--- src/sv/sync_framed_checksum_receiver_defines.svh ---
// ----------------------------------------------------------------------------
// Sync-framed checksum receiver: assertion macros
// Shared property wrappers clocked on clk and disabled during rst.
// ----------------------------------------------------------------------------
`ifndef SYNC_FRAMED_CHECKSUM_RECEIVER_DEFINES_SVH
`define SYNC_FRAMED_CHECKSUM_RECEIVER_DEFINES_SVH

// Same-cycle implication, checked at every rising edge of clk.
`define SFCR_ASSERT_NOW(label, ante, cons, msg) \
  label: assert property (@(posedge clk) disable iff (rst) (ante) |-> (cons)) \
    else $error(msg);

// Next-cycle implication, checked at every rising edge of clk.
`define SFCR_ASSERT_NEXT(label, ante, cons, msg) \
  label: assert property (@(posedge clk) disable iff (rst) (ante) |=> (cons)) \
    else $error(msg);

`endif

--- src/sv/sfcr_pkg.sv ---
// ----------------------------------------------------------------------------
// sfcr_pkg
// Types and constants shared by the sync-framed checksum receiver.
// ----------------------------------------------------------------------------
`default_nettype none

package sfcr_pkg;

  localparam int FRAME_BYTES_DEFAULT = 16;

  localparam int BYTE_W  = 8;
  localparam int SUM_W   = 16;
  localparam int POS_W   = 6;
  localparam int CFG_IDX_W = 1;

  localparam logic [BYTE_W-1:0] SYNC_RESET   = 8'h0A;
  localparam logic [BYTE_W-1:0] TARGET_RESET = 8'hFF;

  // Configuration register indexes
  localparam logic [CFG_IDX_W-1:0] CFG_SYNC   = 1'd0;
  localparam logic [CFG_IDX_W-1:0] CFG_TARGET = 1'd1;

  typedef enum logic [2:0] {
    ST_HUNT,
    ST_COLLECT,
    ST_READ,
    ST_EMIT,
    ST_BAD
  } state_t;

  // Output register load request from the sequencer
  typedef struct packed {
    logic load;
    logic good;
    logic last;
  } load_t;

endpackage

`default_nettype wire

--- src/sv/sfcr_ram.sv ---
// ----------------------------------------------------------------------------
// sfcr_ram
// Generic single-port RAM with registered read data.
// ----------------------------------------------------------------------------
`default_nettype none

module sfcr_ram #(
  parameter int WIDTH = 8,
  parameter int DEPTH = 16
) (
  input  wire logic                     clk,
  input  wire logic                     we,
  input  wire logic                     re,
  input  wire logic [$clog2(DEPTH)-1:0] addr,
  input  wire logic [WIDTH-1:0]         wdata,
  output logic      [WIDTH-1:0]         rdata
);

  logic [WIDTH-1:0] mem [DEPTH];

  always_ff @(posedge clk) begin
    if (we) begin
      mem[addr] <= wdata;
    end
    // hold read data until the next read
    if (re) begin
      rdata <= mem[addr];
    end
  end

endmodule

`default_nettype wire

--- src/sv/sfcr_ctrl.sv ---
// ----------------------------------------------------------------------------
// sfcr_ctrl
// Hunt/collect/replay sequencer: byte counter, running sum, frame RAM access.
// ----------------------------------------------------------------------------
`default_nettype none

module sfcr_ctrl #(
  parameter int FRAME_BYTES = sfcr_pkg::FRAME_BYTES_DEFAULT,
  localparam int AW = $clog2(FRAME_BYTES)
) (
  input  wire logic                         clk,
  input  wire logic                         rst,
  input  wire logic                         rx_valid,
  input  wire logic [sfcr_pkg::BYTE_W-1:0]  rx_byte,
  output logic                              rx_stall,
  input  wire logic [sfcr_pkg::BYTE_W-1:0]  sync_value,
  input  wire logic [sfcr_pkg::BYTE_W-1:0]  check_target,
  input  wire logic                         out_free,
  output logic                              ram_we,
  output logic                              ram_re,
  output logic [AW-1:0]                     ram_addr,
  output logic [sfcr_pkg::BYTE_W-1:0]       ram_wdata,
  output sfcr_pkg::load_t                   ld,
  output logic [AW-1:0]                     ld_pos
);

  localparam logic [AW-1:0] LAST_IDX = AW'(FRAME_BYTES - 1);

  sfcr_pkg::state_t             state, state_next;
  logic [AW-1:0]                count, count_next;
  logic [sfcr_pkg::SUM_W-1:0]   sum, sum_next;
  logic [sfcr_pkg::SUM_W-1:0]   sum_add;
  logic [sfcr_pkg::BYTE_W-1:0]  fold;
  logic                         accept;
  logic                         at_last;
  logic                         sum_ok;

  assign accept  = rx_valid && !rx_stall;
  assign at_last = (count == LAST_IDX);
  assign sum_add = sum + sfcr_pkg::SUM_W'(rx_byte);
  // fold of the sum that includes the current byte: low byte plus high byte, carry dropped
  assign fold    = sum_add[7:0] + sum_add[15:8];
  assign sum_ok  = (fold == check_target);

  // next state
  always_comb begin
    state_next = state;
    unique case (state)
      sfcr_pkg::ST_HUNT: begin
        if (accept && rx_byte == sync_value) state_next = sfcr_pkg::ST_COLLECT;
      end
      sfcr_pkg::ST_COLLECT: begin
        if (accept && at_last) begin
          state_next = sum_ok ? sfcr_pkg::ST_READ : sfcr_pkg::ST_BAD;
        end
      end
      sfcr_pkg::ST_READ: begin
        state_next = sfcr_pkg::ST_EMIT;
      end
      sfcr_pkg::ST_EMIT: begin
        if (out_free) state_next = at_last ? sfcr_pkg::ST_HUNT : sfcr_pkg::ST_READ;
      end
      sfcr_pkg::ST_BAD: begin
        if (out_free) state_next = sfcr_pkg::ST_HUNT;
      end
      default: state_next = sfcr_pkg::ST_HUNT;
    endcase
  end

  // counter and sum; the counter doubles as the replay pointer
  always_comb begin
    count_next = count;
    sum_next   = sum;
    unique case (state)
      sfcr_pkg::ST_HUNT: begin
        if (accept && rx_byte == sync_value) begin
          count_next = '0;
          sum_next   = '0;
        end
      end
      sfcr_pkg::ST_COLLECT: begin
        if (accept) begin
          sum_next   = sum_add;
          count_next = at_last ? '0 : count + AW'(1);
        end
      end
      sfcr_pkg::ST_EMIT: begin
        if (out_free) count_next = at_last ? '0 : count + AW'(1);
      end
      sfcr_pkg::ST_READ, sfcr_pkg::ST_BAD: begin
        count_next = count;
      end
      default: count_next = '0;
    endcase
  end

  // outputs
  always_comb begin
    rx_stall  = !(state == sfcr_pkg::ST_HUNT || state == sfcr_pkg::ST_COLLECT);
    ram_we    = accept && (state == sfcr_pkg::ST_COLLECT);
    ram_re    = (state == sfcr_pkg::ST_READ);
    ram_addr  = count;
    ram_wdata = rx_byte;
    ld.load   = out_free && (state == sfcr_pkg::ST_EMIT || state == sfcr_pkg::ST_BAD);
    ld.good   = (state == sfcr_pkg::ST_EMIT);
    ld.last   = (state == sfcr_pkg::ST_BAD) || at_last;
    ld_pos    = (state == sfcr_pkg::ST_BAD) ? '0 : count;
  end

  always_ff @(posedge clk) begin
    if (rst) begin
      state <= sfcr_pkg::ST_HUNT;
      count <= '0;
      sum   <= '0;
    end else begin
      state <= state_next;
      count <= count_next;
      sum   <= sum_next;
    end
  end

endmodule

`default_nettype wire

--- src/sv/sync_framed_checksum_receiver.sv ---
// Timing: each good-frame result passes the READ state (frame RAM read) and the EMIT state
//   (output load); a bad-frame result is loaded from the BAD state. Both wait on a stall.
// Throughput: 1 byte per cycle while hunting or collecting; replay holds off input,
//   with one frame RAM read plus one output load per result.
// Reset: synchronous rst returns to hunting, restores sync 0x0A and target 0xFF,
//   empties the output register; the frame RAM is not cleared.
`default_nettype none

`include "sync_framed_checksum_receiver_defines.svh"

// ----------------------------------------------------------------------------
// sync_framed_checksum_receiver
// Hunts for a sync byte, collects a fixed-length frame into RAM while summing
// it, checks the folded sum and replays the frame or flags it bad.
// ----------------------------------------------------------------------------
module sync_framed_checksum_receiver #(
  parameter int FRAME_BYTES = sfcr_pkg::FRAME_BYTES_DEFAULT
) (
  input  wire logic                           clk,
  input  wire logic                           rst,
  // received byte channel
  input  wire logic                           rx_valid,
  output logic                                rx_stall,
  input  wire logic [sfcr_pkg::BYTE_W-1:0]    rx_byte,
  // frame result channel
  output logic                                frame_valid,
  input  wire logic                           frame_stall,
  output logic      [sfcr_pkg::BYTE_W-1:0]    frame_byte,
  output logic      [sfcr_pkg::POS_W-1:0]     byte_position,
  output logic                                last_of_frame,
  output logic                                checksum_good,
  // configuration writes
  input  wire logic                           cfg_write_en,
  input  wire logic [sfcr_pkg::CFG_IDX_W-1:0] cfg_index,
  input  wire logic [sfcr_pkg::BYTE_W-1:0]    cfg_data
);

  localparam int AW = $clog2(FRAME_BYTES);

  logic [sfcr_pkg::BYTE_W-1:0] sync_value;
  logic [sfcr_pkg::BYTE_W-1:0] check_target;

  logic                        ram_we;
  logic                        ram_re;
  logic [AW-1:0]               ram_addr;
  logic [sfcr_pkg::BYTE_W-1:0] ram_wdata;
  logic [sfcr_pkg::BYTE_W-1:0] ram_rdata;

  sfcr_pkg::load_t             ld;
  logic [AW-1:0]               ld_pos;
  logic                        out_free;

  // Output register is free when empty or when its transfer completes now.
  assign out_free = !frame_valid || !frame_stall;

  // Configuration registers; writes take effect from the next byte.
  always_ff @(posedge clk) begin
    if (rst) begin
      sync_value   <= sfcr_pkg::SYNC_RESET;
      check_target <= sfcr_pkg::TARGET_RESET;
    end else if (cfg_write_en) begin
      unique case (cfg_index)
        sfcr_pkg::CFG_SYNC:   sync_value   <= cfg_data;
        sfcr_pkg::CFG_TARGET: check_target <= cfg_data;
        default: ;
      endcase
    end
  end

  // Sequencer: collection writes and replay reads never share a cycle, and
  // each replay read is consumed before the next is issued, so the frame RAM
  // needs no forwarding path.
  sfcr_ctrl #(
    .FRAME_BYTES (FRAME_BYTES)
  ) u_ctrl (
    .clk          (clk),
    .rst          (rst),
    .rx_valid     (rx_valid),
    .rx_byte      (rx_byte),
    .rx_stall     (rx_stall),
    .sync_value   (sync_value),
    .check_target (check_target),
    .out_free     (out_free),
    .ram_we       (ram_we),
    .ram_re       (ram_re),
    .ram_addr     (ram_addr),
    .ram_wdata    (ram_wdata),
    .ld           (ld),
    .ld_pos       (ld_pos)
  );

  // Frame store: one byte per entry, indexed by position in the frame.
  sfcr_ram #(
    .WIDTH (sfcr_pkg::BYTE_W),
    .DEPTH (FRAME_BYTES)
  ) u_frame_ram (
    .clk   (clk),
    .we    (ram_we),
    .re    (ram_re),
    .addr  (ram_addr),
    .wdata (ram_wdata),
    .rdata (ram_rdata)
  );

  // Output register: valid is control, the payload needs no reset.
  always_ff @(posedge clk) begin
    if (rst) begin
      frame_valid <= 1'b0;
    end else if (ld.load) begin
      frame_valid <= 1'b1;
    end else if (!frame_stall) begin
      frame_valid <= 1'b0;
    end
  end

  always_ff @(posedge clk) begin
    if (ld.load) begin
      // bad frame carries a zero byte at position zero
      frame_byte    <= ld.good ? ram_rdata : '0;
      byte_position <= sfcr_pkg::POS_W'(ld_pos);
      last_of_frame <= ld.last;
      checksum_good <= ld.good;
    end
  end

  // Collection and replay must never touch the RAM in the same cycle.
  `SFCR_ASSERT_NOW(a_ram_excl, ram_we, !ram_re, "frame RAM write and read overlap")

  // A rejected frame reports one zero result at position zero, marked last.
  `SFCR_ASSERT_NOW(a_bad_shape, frame_valid && !checksum_good,
    frame_byte == '0 && byte_position == '0 && last_of_frame, "malformed bad-frame result")

  // A replay read is always followed by an output load attempt, never input.
  `SFCR_ASSERT_NEXT(a_read_then_emit, ram_re, rx_stall && !ram_re,
    "replay read not followed by emit")

endmodule

`default_nettype wire
--- config.mk ---
export PLATFORM = sky130hd
export DESIGN_NAME = sync_framed_checksum_receiver
export DESIGN_NICKNAME = d
export VERILOG_FILES = /design/src/sv/sfcr_pkg.sv /design/src/sv/sfcr_ram.sv /design/src/sv/sfcr_ctrl.sv /design/src/sv/sync_framed_checksum_receiver.sv
export VERILOG_INCLUDE_DIRS = /design/src /design/src/sv
export SDC_FILE = /design/constraint.sdc
export NUM_CORES = 1
export LEC_CHECK = 0
export CORE_MARGIN = 3
export CORE_UTILIZATION = 57
export DETAILED_ROUTE_END_ITERATION = 6
export DONT_BUFFER_PORTS = 1
export PLACE_DENSITY = 0.72
export REMOVE_ABC_BUFFERS = 1
export SYNTH_ARGS = -nofsm -noshare
export SYNTH_HDL_FRONTEND = slang
export SYNTH_SLANG_ARGS = --single-unit
--- constraint.sdc ---
create_clock -name clk -period 3.65 [get_ports clk]
set_input_delay 0.365 -clock clk [delete_from_list [all_inputs] [get_ports clk]]
set_output_delay 0.365 -clock clk [all_outputs]
set_load 0.02 [all_outputs]
== Word-level counts from Yosys, hierarchy flattened ==
Memories as Yosys holds them, arrays and structs flattened. A register that Yosys moved wholly into a read port is not among the register bits.
Index checks and enable logic that the tools add are counted.
Storage, ports and cells
  register bits: 54
  RAM bits: 128
  bits of input ports: 22
  output and inout port bits: 18
  logic and storage cells: 68
  memories kept: 1
Operators by class
  add/sub/neg operators: 3
  equal/unequal tests: 13
  mux-type cells: 19
  bitwise logic cells: 2
  reductions and logical operators: 20
Memory list
  u_frame_ram.mem: depth 16, bits a word 8, rd ports 1, clocked after Yosys merged registers in 1, wr ports 1, line sfcr_ram.sv:19  | logic [WIDTH-1:0] mem [DEPTH];
Operator list (count)
  2-to-1 mux 16 bit: 2
  one-hot mux 16 bit (2 select lines): 1
  adder 16 x 8 -> 16 bit: 1
  equality test 8 bit: 2
  2-to-1 mux 4 bit: 4
  one-hot mux 4 bit (4 select lines): 1
  2-to-1 mux 3 bit: 5
  one-hot mux 3 bit (5 select lines): 1
  != test 2 x 1 -> 1 bit, second input constant: 6
  adder 8 bit: 1
  AND reduction 4 bit: 2
  equality test 3 x 2 -> 1 bit, second input constant: 2
  logical AND 1 bit: 5
  adder 4 x 1 -> 4 bit, second input constant: 1
  equality test 4 bit, second input constant: 1
  logical OR 1 bit: 4
  2-to-1 mux 1 bit: 4
  AND reduction 2 bit: 2
  equality test 3 x 1 -> 1 bit, second input constant: 1
  equality test 3 bit, second input constant: 1
  logical NOT 1 bit: 3
  logical NOT 3 bit: 1
  AND reduction 3 bit: 1
  2-to-1 mux 2 bit: 1
  other kinds (3): 4

== Logic depth before layout (Yosys ltp) ==
Gate-level depths: netlist of the first run.
  word-level depth: 6
  gate-level depth with buffers: 19
  mapped depth without buffers: 18

== Modules after synthesis ==
Synthesis of the first run repeated with hierarchy kept, for this count alone.
Unflattened totals
  cells, all modules: 606
  area, all modules: 8533.2 um2
Modules (own cells, without submodules)
  sfcr_ram: times used 1, cells each 230, area each 5147.4 um2, seq. area each 4083.9 um2
  sfcr_ctrl: times used 1, cells each 284, area each 2195.9 um2, seq. area each 460.4 um2
  sync_framed_checksum_receiver: times used 1, cells each 92, area each 1189.9 um2, seq. area each 760.7 um2

== Worst setup path before layout of the first run ==
OpenSTA, ideal clock, no wires.
  path type: in2reg
  from: in rx_byte[0] in the netlist's numbering
  to: reg u_ctrl.state[1]
  arrival: 3.770 ns
  data required time: 3.581 ns
  slack: -0.189 ns
  cell stages on the path: 19
  buffers on the path: 1
  path through: ha_1 -> inv_1 -> fa_1 -> and2b_1 -> o21a_1 -> a31o_1 -> a21o_1 -> a21o_1 -> buf_6 -> xor2_1 -> ha_1 -> fa_1 -> a211oi_1 -> o21bai_1 -> a21oi_1 -> xnor2_1 -> nand4_1 -> or3_1 -> o21ai_1
Between the ends
  cells in the longest elaborated chain, start to end: 6
  elaborated cells on any way between the ends: 10
Ends and longest elaborated chain
  from (decl): line sync_framed_checksum_receiver.sv:24  | input wire logic [sfcr_pkg::BYTE_W-1:0] rx_byte,
  adder 16 x 8 -> 16 bit: line sfcr_ctrl.sv:40  | assign sum_add = sum + sfcr_pkg::SUM_W'(rx_byte);
  adder 8 bit: line sfcr_ctrl.sv:42  | assign fold = sum_add[7:0] + sum_add[15:8];
  equality test 8 bit: line sfcr_ctrl.sv:43  | assign sum_ok = (fold == check_target);
  2-to-1 mux 3 bit: line sfcr_ctrl.sv:54  | state_next = sum_ok ? sfcr_pkg::ST_READ : sfcr_pkg::ST_BAD;
  2-to-1 mux 3 bit: line sfcr_ctrl.sv:53  | if (accept && at_last) begin
  one-hot mux 3 bit (5 select lines): line sfcr_ctrl.sv:48  | unique case (state)
  to (signal assigned): line sfcr_ctrl.sv:112  | state <= sfcr_pkg::ST_HUNT;
  to (signal assigned): line sfcr_ctrl.sv:116  | state <= state_next;
  to (decl): line sfcr_ctrl.sv:29  | sfcr_pkg::state_t state, state_next;
Parallel ways exist; a longest one is shown, timed or not. The select of a mux whose other input is x is not followed.
A chain may end at the register's enable or synchronous reset.

== Worst setup path after layout of the first run ==
  from: reg u_ctrl.sum[0] in the netlist's numbering
  to: reg u_ctrl.state[1]
Between the ends
  cells in the longest elaborated chain, start to end: 6
Ends and longest elaborated chain
  from (decl): line sfcr_ctrl.sv:31  | logic [sfcr_pkg::SUM_W-1:0] sum, sum_next;
  from (signal assigned): line sfcr_ctrl.sv:118  | sum <= sum_next;
  adder 16 x 8 -> 16 bit: line sfcr_ctrl.sv:40
  adder 8 bit: line sfcr_ctrl.sv:42
  equality test 8 bit: line sfcr_ctrl.sv:43
  2-to-1 mux 3 bit: line sfcr_ctrl.sv:54
  2-to-1 mux 3 bit: line sfcr_ctrl.sv:53
  one-hot mux 3 bit (5 select lines): line sfcr_ctrl.sv:48
Every way passes these cells. The select of a mux whose other input is x is not followed.

==> reports/qor.yml, run 1 <==
global_routing:
  grt_pass1_vias: 4909
  track_usage_pct: 22.9
  grt_pass1_wl_mm: 27.7
  overflow: 0
  antenna_found_initial: 0
  grt_max_degree: 36
synth:
  synth.most_common_cell: "edfxtp_1"
  netlist.area_leader.share_pct: 54.1
  synth_cell_types: 47
  syn-cell-area_mm2: 0.00832
  synth_common_cells: "150 x edfxtp_1, 44 x nand2_1, 40 x dfxtp_1, 40 x mux4_2, 34 x nor2_1"
  synth_area_per_cell_um2: 14.6
  ys_ff_latch: 190
  async_flop_share_pct: 0
  synth_edf_count: 150
  synth.area.top_cells: "edfxtp_1 54%, mux4_2 11%, dfxtp_1 9.6%, ha_1 2.9%, xnor2_1 2.2%"
  synthCells: 571
  yosysWarnings: 0
  synth_ff_type: "edfxtp_1"
  yosysSeqAreaShare_pct: 63.8
  yosysTopAreaCell: "edfxtp_1"
clock_tree:
  clk_latency_ns: 0.43
  htreeDepth: 4
  cts.sinks: 190
  clockBufferDepth: 2
  clkTransAtPathRegs_ns: 0.07
  cts_buffers: 17
  cts_tree: "built"
  clockRootBuffer: "clkbuf_16"
critical_path:
  slowest_stage: "dfxtp_2"
  crit_arrival_ns: 4.17
  crit_chain: "ha_4, inv_2, fa_2, and2b_1, o21a_1, a31o_1, a21o_1, a21o_1, and3_2, xor2_1, ha_1, a211oi_2, nor2_1, xnor2_1, nor4_1, nand4_1, or3_1, o21ai_1"
  required_ns: 4.02
  cp_num_buf_inv: 1
  critical_path_class: "flip-flop to flip-flop"
  cpMostUsedCell: "a21o_1"
  critical_path.top_delay_family: "simple AND/OR/NAND/NOR gates"
  end_kind: "flip-flop"
  slowest_delay_ns: 0.34
  cp_max_fo: 3
  start_kind: "flip-flop"
final_layout:
  post-route-util_pct: 66.1
  diodes: 0
  area_delta_synth_final_pct: 11.9
  multi_input_area_mm2: 0.00289
  fin_nets: 638
  design_area_mm2: 0.00931
  fillerInstances: 994
  seq_area_mm2: 0.00531
  drive_above_1_share_pct: 18.9
die:
  fp.coreArea_mm2: 0.0141
  ios: 40
  die_h_um: 127
  start_util_pct: 59.0
  die_w_um: 127
  dieArea_mm2: 0.0161
  core.rowCount: 43
route:
  antenna_left: 0
  vias: 4876
  drc: 0
  totalWireLength_mm: 17.4
  post_drt_wl_per_cell_um: 22.1
  dr.pass1.iters: 5
  initialDrtViolationCount: 600
  viasPerCell: 6.19
outcome:
  outcome: "finished with violations"
  violations: "negative setup slack"
power_and_ir_drop:
  ir_worst_vdd_mv: 0.392
  leakage_nw: 3.19
  p_per_area_mw_per_mm2: 450
sta:
  slew_headroom_pct: 26.9
  finalWorstSetupSlack_ns: -0.159
  fin_skew_ns: 0.00795
  setup-violations-final: 2
  fin_crit_sh_pct: 104
  fmax_mhz: 263
  finalMaxSlewViolations: 0
  hold-worst-slack_ns: 0.0300
  period_needed_ns: 3.81
  rsz0062_at_grt: "true"
  hold_violations: 0
  tightest_slew_ns: 1.09
placed_design:
  portBuffers: 0
  dp.final_hpwl_mm: 11.4
  placed_area_mm2: 0.00863
  place_ws_ns: -0.422
  place_congestion: 0.842
run:
  max-cap-violations: 0
worst_hold_path:
  min_path_type: "input pin to flip-flop"
[cell families after synthesis]
| group | count (synthesis) | share of synthesized area [%] |
|---|---|---|
| XOR/XNOR | 37 | 3.89 |
| AND/OR/NAND/NOR | 152 | 8.92 |
| AO/OA/AOI/OAI | 84 | 6.72 |
| adder cells (fa/ha/maj) | 21 | 3.34 |
| other | 1 | 0.0451 |
| buffers and inverters | 44 | 2.26 |
| flip-flops | 190 | 63.8 |
| multiplexers | 42 | 11.1 |
[routing by layer]
metal	vias up	global-route usage, %	wire length [um]
met2	197	34.7	8280
met5	-	0	0
met3	17	7.54	1410
met1	2434	32.5	7500
met4	0	6.18	259
li1	2228	-	-
[registers in the layout, summed over array words and instances, names as in the netlist]
register / count
u_frame_ram.mem: 128
u_ctrl.sum: 16
check_target: 8
frame_byte: 8
sync_value: 8
u_frame_ram.rdata: 8
byte_position: 4
u_ctrl.ram_addr: 4
u_ctrl.state: 3
checksum_good: 1
frame_valid: 1
last_of_frame: 1
[what timing repair did]
action                                  CTS  global route
setup buffers                             2             3
endpoints found under the setup margin    2             2
hold buffers                              2             1
resized for setup                         8             6
endpoints found under the hold margin    20             1
pin swaps                                14            16
[where the power goes]
group / leakage, nW / internal, mW / switching (mW)
sequential: 1.66 / 2.34 / 0.00934
clock: 0.261 / 1.00 / 0.747
combinational: 1.27 / 0.0432 / 0.0488
[final timing paths]
kind	cells after the start	start	endpoint	slack [ns]
worst max-delay path	18	u_ctrl.sum[0]	u_ctrl.state[1]	-0.16
worst min-delay path	1	rst	check_target[6]	0.03
worst max register to register	18	u_ctrl.sum[0]	u_ctrl.state[1]	-0.16
worst min register to register	2	u_ctrl.sum[3]	u_ctrl.sum[3]	0.46
[area by class of cell]
class	instances	share of cell area [%]
repair buffers	39	3.22
inverters	9	0.363
clock buffers	20	4.69
well taps	180	2.42
clock inverters	12	1.29
flip-flops and latches	190	57.0
multi-input cells	338	31.0
[stage by stage]
stage               cells  setup TNS (ns)  power [mW]
finish                788          -0.254        4.19
floorplan             537          -0.250        2.45
global route          788          -0.525        4.32
CTS                   784          -0.418        4.21
detailed placement    748          -0.746        2.47
global placement      748          -0.568        2.47
[cells in the final DEF, fill, tap and decap left out, types with 3 or more instances in the layout]
cell,n
a211o_1,8
nand3b_1,4
nor3_1,9
and3_1,20
clkinv_1,4
or3_1,4
o21ai_1,3
a31o_1,3
edfxtp_1,150
nand2b_1,5
nor3b_1,3
xor2_1,15
a311oi_1,6
xnor2_1,20
clkinvlp_4,3
a31oi_1,6
a21o_1,8
and2_1,6
a22oi_1,5
ha_1,16
nor4_1,3
nand2_1,44
mux4_2,40
inv_1,8
nand4_1,3
buf_4,36
clkbuf_16,17
nor2_1,34
dfxtp_1,38
a21oi_1,25
nor2b_1,3
o21ai_0,10
nand3_1,11
dlygate4sd3_1,3
clkbuf_1,3
Power figures use the tool's default switching activity.
==> inputs of run 2 (changes only) <==
--- a/config.mk
+++ b/config.mk
@@ -7,10 +7,11 @@
 export NUM_CORES = 1
 export LEC_CHECK = 0
 export CORE_MARGIN = 3
-export CORE_UTILIZATION = 57
+export CORE_UTILIZATION = 60
 export DETAILED_ROUTE_END_ITERATION = 6
 export DONT_BUFFER_PORTS = 1
-export PLACE_DENSITY = 0.72
+export GPL_ROUTABILITY_DRIVEN = 0
+export PLACE_DENSITY = 0.73
 export REMOVE_ABC_BUFFERS = 1
 export SYNTH_ARGS = -nofsm -noshare
 export SYNTH_HDL_FRONTEND = slang
==> constraint.sdc (replaced) <==
create_clock -name clk -period 3.8 [get_ports clk]
set_input_delay 0.38 -clock clk [delete_from_list [all_inputs] [get_ports clk]]
set_output_delay 0.38 -clock clk [all_outputs]
set_load 0.02 [all_outputs]
==> reports/qor.yml, run 2 (synthesized netlist as in run 1, its figures left out) <==
outcome:
  outcome: "finished with violations"
  violations: "negative setup slack"
sta:
  hold-worst-slack_ns: 0.0261  # -0.00392 ns
  slew_headroom_pct: 27.0  # +0.077 points
  finalMaxSlewViolations: 0  # unchanged
  hold_violations: 0  # unchanged
  setup-tns-final_ns: -0.109  # +0.145 ns
  setup-violations-final: 2  # unchanged
  finalWorstSetupSlack_ns: -0.0674  # +0.0921 ns
  fmax_mhz: 259  # -1.5%
  fin_crit_sh_pct: 102  # -2.6 points
  tightest_slew_ns: 1.09  # -0.00115 ns
  period_needed_ns: 3.87  # +0.0579 ns
  fin_skew_ns: 0.0150  # +0.00701 ns
  rsz0062_at_grt: "true"
final_layout:
  seq_area_mm2: 0.00531  # unchanged
  fin_cells: 770  # -2.3%
  fin_nets: 624  # -2.2%
  diodes: 0  # unchanged
  multi_input_area_mm2: 0.00294  # +1.6%
  drive_above_1_share_pct: 19.4  # +0.45 points
  largest_reg_flops: 128  # unchanged
  regMostFlops: "u_frame_ram.mem"
  largest_registers: "u_frame_ram.mem: 128 flops, u_ctrl.sum: 16 flops"
  fillerInstances: 884  # -11%
  area_delta_synth_final_pct: 11.4
  layout_common_cells: "150 x edfxtp_1, 44 x nand2_1, 40 x mux4_2"
  final_common_cell: "edfxtp_1"
global_routing:
  grt_pass1_vias: 4914  # +0.10%
  grt_pass1_wl_mm: 27.3  # -1.4%
  track_usage_pct: 24.6  # +1.7 points
  overflow: 0  # unchanged
  grt_max_degree: 43  # +19%
  antenna_found_initial: 0  # unchanged
placed_design:
  portBuffers: 0  # unchanged
  dp.final_hpwl_mm: 11.1  # -2.7%
  dpl.cell_count: 735  # -1.7%
route:
  dr.pass1.iters: 5  # unchanged
  vias: 4907  # +0.64%
  totalWireLength_mm: 17.4  # -0.46%
  post_drt_wl_per_cell_um: 22.6  # +1.9%
  initialDrtViolationCount: 564  # -6.0%
  drc: 0  # unchanged
  antenna_left: 0  # unchanged
  viasPerCell: 6.37  # +3.0%
critical_path:
  critical_path_class: "flip-flop to flip-flop"
  r2r_start: "u_ctrl.sum[0]"
  required_ns: 4.11  # +0.09 ns
  crit_arrival_ns: 4.18  # about the same
  start_kind: "flip-flop"
  slowest_stage: "fa_2"
  crit_chain: "ha_4, inv_2, fa_2, and2b_1, o21a_1, a31o_1, a21o_1, a21o_1, xor2_1, ha_2, fa_2, a211oi_4, nor2_2, xnor2_1, nor4_1, nand4_1, buf_4, a22oi_2, a21oi_1"
  reg2reg_to: "u_ctrl.state[2]"
  regToRegSetupSlack_ns: -0.07  # +0.09 ns
  slowest_delay_ns: 0.37  # +0.03 ns
  end_kind: "flip-flop"
  rr_worst_depth: 19  # +1
  cp_max_fo: 3  # unchanged
die:
  ios: 40  # unchanged
  dieArea_mm2: 0.0153  # -4.8%
  fp.coreArea_mm2: 0.0134  # -4.9%
  die_w_um: 124  # -2.4%
  die_h_um: 124  # -2.4%
  core.rowCount: 42  # -2.3%
  start_util_pct: 62.1  # +3.1 points
clock_tree:
  cts_buffers: 17  # unchanged
  clockRootBuffer: "clkbuf_16"
  clkTransAtPathRegs_ns: 0.07  # about the same
  cts.sinks: 190  # unchanged
  htreeDepth: 4  # unchanged
  ctsHoldBuffers: 0  # -2
  clockBufferDepth: 2  # unchanged
  cts_tree: "built"
  clk_latency_ns: 0.43  # about the same
run:
  max-cap-violations: 0  # unchanged
power_and_ir_drop:
  ir_worst_vdd_mv: 0.322  # -18%
  leakage_nw: 3.13  # -1.7%
  p_per_area_mw_per_mm2: 438  # -2.6%
worst_hold_path:
  min_path_type: "input pin to flip-flop"
  holdCritStartpoint: "rst"
  min_to: "sync_value[5]"
  whs_path_depth: 1  # unchanged
-- run 2: cell types whose count changed in the layout (fill, tap and decap cells not counted), moves of 3 or more --
cell	before	now
buf_4	36	23
clkinv_1	4	0
inv_8	0	4
dlygate4sd3_1	3	0
-- run 2: worst max path at each step --
stage                                  to           from  slack, ns  cells past startpoint
after floorplan           u_ctrl.state[1]     rx_byte[0]      -0.04                     18
after global placement    u_ctrl.state[1]     rx_byte[0]      -0.12                     18
after detailed placement  u_ctrl.state[1]     rx_byte[0]      -0.29                     18
after CTS                 u_ctrl.state[1]  u_ctrl.sum[0]      -0.04                     18
after global routing      u_ctrl.state[2]  u_ctrl.sum[0]      -0.24                     19
final                     u_ctrl.state[2]  u_ctrl.sum[0]      -0.07                     19
-- run 2: what timing repair did --
action / 4_1_cts / 5_1_grt
resized for setup: 12 / 12
setup buffers: 1 / 2
pin swaps: 11 / 17
endpoints found under the setup margin: 2 / 2
-- run 2: per-layer routing --
layer / track usage (%) / wire length, um
met1: 35.3 / 7450
met2: 37.6 / 8340
met3: 5.81 / 1280
met4: 8.24 / 295
met5: 0 / 0
-- run 2: area by class of cell --
class | count | share of cell area (%)
clock inverters | 14 | 1.63
clock buffers | 18 | 4.63
repair buffers | 25 | 2.10
well taps | 176 | 2.37
multi-input cells | 338 | 31.7
flip-flops and latches | 190 | 57.2
inverters | 9 | 0.364
-- run 2: worst max-delay path, delay by kind of cell, from the launching register on --
family / cells / cell delay, ns
adders and majority gates: 4 / 0.93
and+or+nand+nor: 4 / 0.68
DFF: 1 / 0.34
xor gates and xnor gates: 2 / 0.27
buffers and inverters: 2 / 0.25
AOI/OAI and AO/OA: 7 / 1.27
-- run 2: where the power goes --
group | leakage, nW | internal (mW) | switching, mW
sequential | 1.66 | 2.24 | 0.00913
combinational | 1.20 | 0.0410 | 0.0426
clock | 0.269 | 0.927 | 0.797
total | 3.13 | 3.21 | 0.849
-- run 2: through the flow --
| stage | util, % | area [um^2] | power, mW | setup slack, ns |
|---|---|---|---|---|
| floorplan | - | 8170 | 2.36 | -0.0399 |
| global placement | 63.9 | 8560 | 2.37 | -0.120 |
| detailed placement | 63.9 | 8560 | 2.37 | -0.290 |
| CTS | 68.5 | 9180 | 4.07 | -0.0382 |
| global route | 69.2 | 9270 | 4.18 | -0.239 |
| finish | 69.2 | 9270 | 4.06 | -0.0674 |
==> inputs of run 3 (changes only) <==
--- a/config.mk
+++ b/config.mk
@@ -11,7 +11,7 @@
 export DETAILED_ROUTE_END_ITERATION = 6
 export DONT_BUFFER_PORTS = 1
 export GPL_ROUTABILITY_DRIVEN = 0
-export PLACE_DENSITY = 0.73
+export PLACE_DENSITY = 0.87
 export REMOVE_ABC_BUFFERS = 1
 export SYNTH_ARGS = -nofsm -noshare
 export SYNTH_HDL_FRONTEND = slang
==> reports/qor.yml, run 3 (synthesized netlist as in run 1, its figures left out) <==
critical_path:
  critical_path_class: "flip-flop to flip-flop"
  required_ns: 4.17  # +0.06 ns
  rr_worst_depth: 18  # -1
  slowest_delay_ns: 0.35  # -0.02 ns
  regToRegSetupSlack_ns: -0.14  # -0.07 ns
  crit_chain: "ha_4, inv_2, fa_2, and2b_1, o21a_1, a31o_1, a21o_1, a21o_1, xor2_1, ha_2, fa_2, a211oi_2, nor2_1, xnor2_1, nor4_1, nand4_1, or3_1, o21ai_1"
  end_kind: "flip-flop"
  cp-endpoint: "u_ctrl.state[1]"
  slowest_stage: "fa_2"
  r2r_start: "u_ctrl.sum[0]"
  cp_max_fo: 3  # unchanged
  start_kind: "flip-flop"
  crit_arrival_ns: 4.31  # +0.13 ns
  crit_start: "u_ctrl.sum[0]"
  reg2reg_to: "u_ctrl.state[1]"
sta:
  hold_violations: 0  # unchanged
  finalWorstSetupSlack_ns: -0.139  # -0.0719 ns
  period_needed_ns: 3.94  # +0.0719 ns
  setup-violations-final: 2  # unchanged
  fin_skew_ns: 0.00858  # -0.00638 ns
  fmax_mhz: 254  # -1.8%
  rsz0062_at_grt: "true"
  slew_headroom_pct: 19.6  # -7.4 points
  hold-worst-slack_ns: 0.0135  # -0.0127 ns
  fin_crit_sh_pct: 104  # +1.9 points
  tightest_slew_ns: 1.20  # +0.109 ns
  finalMaxSlewViolations: 0  # unchanged
global_routing:
  grt_pass1_wl_mm: 31.0  # +14%
  antenna_found_initial: 0  # unchanged
  track_usage_pct: 28.1  # +3.5 points
  grt_max_degree: 40  # -7.0%
  grt_pass1_vias: 5228  # +6.4%
  overflow: 0  # unchanged
die:
  core.rowCount: 42  # unchanged
  die_h_um: 124  # unchanged
  ios: 40  # unchanged
  start_util_pct: 62.1  # unchanged
  die_w_um: 124  # unchanged
  dieArea_mm2: 0.0153  # unchanged
  fp.coreArea_mm2: 0.0134  # unchanged
final_layout:
  fin_cells: 770  # unchanged
  fin_nets: 624  # unchanged
  drive_above_1_share_pct: 17.7  # -1.7 points
  regMostFlops: "u_frame_ram.mem"
  area_delta_synth_final_pct: 10.5
  fillerInstances: 787  # -11%
  largest_reg_flops: 128  # unchanged
  largest_registers: "u_frame_ram.mem: 128 flops, u_ctrl.sum: 16 flops"
  layout_common_cells: "150 x edfxtp_1, 44 x nand2_1, 40 x mux4_2"
  diodes: 0  # unchanged
  final_common_cell: "edfxtp_1"
power_and_ir_drop:
  leakage_nw: 3.11  # -0.59%
  p_per_area_mw_per_mm2: 440  # +0.54%
  ir_worst_vdd_mv: 0.372  # +16%
route:
  totalWireLength_mm: 20.4  # +18%
  post_drt_wl_per_cell_um: 26.5  # +18%
  antenna_left: 0  # unchanged
  vias: 5302  # +8.0%
  drc: 1  # +1
  dr.pass1.iters: 7  # +2
  viasPerCell: 6.89  # +8.0%
  initialDrtViolationCount: 878  # +56%
outcome:
  violations: "design-rule violations, negative setup slack"
  outcome: "finished with violations"
clock_tree:
  cts.sinks: 190  # unchanged
  clockBufferDepth: 2  # unchanged
  htreeDepth: 4  # unchanged
  clkTransAtPathRegs_ns: 0.07  # about the same
  cts_buffers: 17  # unchanged
  clockRootBuffer: "clkbuf_16"
  cts_tree: "built"
  clk_latency_ns: 0.44  # about the same
placed_design:
  portBuffers: 0  # unchanged
  dp.final_hpwl_mm: 11.9  # +7.7%
  dpl.cell_count: 729  # -0.82%
worst_hold_path:
  min_path_type: "input pin to flip-flop"
  holdCritStartpoint: "rst"
run:
  max-cap-violations: 0  # unchanged
==> run 3: worst min path at each step <==
stage / end / cells past startpoint
final: sync_value[0] / 1
after global routing: u_ctrl.sum[14] / 1
after CTS: sync_value[4] / 1
after detailed placement: u_ctrl.sum[4] / 2
after global placement: u_ctrl.sum[3] / 2
after floorplan: u_ctrl.sum[2] / 2
==> run 3: report_power, final <==
part / switching [mW] / internal, mW
Combinational: 0.0467 / 0.0400
Clock: 0.799 / 0.910
Sequential: 0.00997 / 2.24
==> run 3: cell type report <==
type                    count  area [um^2]  area share, %
repair buffers             25          195           2.12
clock buffers              17          425           4.63
flip-flops and latches    190         5310           57.7
well taps                 176          220           2.39
clock inverters            15          134           1.46
multi-input cells         338         2880           31.3
inverters                   9         33.8          0.367
==> run 3: what timing repair did <==
| item | in CTS | in global routing |
|---|---|---|
| gates resized for setup | 9 | 6 |
| setup buffers | 5 | 1 |
| hold endpoints to repair | 5 | 1 |
| pin swaps | 13 | 15 |
| hold buffers | 2 | 1 |
| setup endpoints to repair | 2 | 2 |
==> run 3: stage by stage <==
stage	util, %	total power, mW	setup slack [ns]	TNS (ns)	instance area, um^2
detailed placement	63.5	2.38	-0.227	-0.371	8510
CTS	68.3	4.05	-0.146	-0.271	9160
global placement	63.5	2.37	-0.0756	-0.0756	8510
floorplan	-	2.36	-0.0399	-0.0399	8170
finish	68.6	4.05	-0.139	-0.278	9200
global route	68.6	4.14	-0.230	-0.456	9200
==> run 3: critical path: cells and delay by family (launching register included) <==
| kind | cells | cell delay (ns) |
|---|---|---|
| xor+xnor | 2 | 0.30 |
| flops | 1 | 0.34 |
| compound gates | 6 | 1.15 |
| buf+inv | 1 | 0.06 |
| fa+ha+maj | 4 | 0.93 |
| simple gates | 5 | 1.09 |
==> run 3: layer usage <==
metal	up-vias	routed length (um)	track usage (%)
li1	2189	-	-
met2	400	9890	44.0
met4	0	986	14.0
met5	-	0	0
met1	2631	7480	37.4
met3	82	2060	6.31
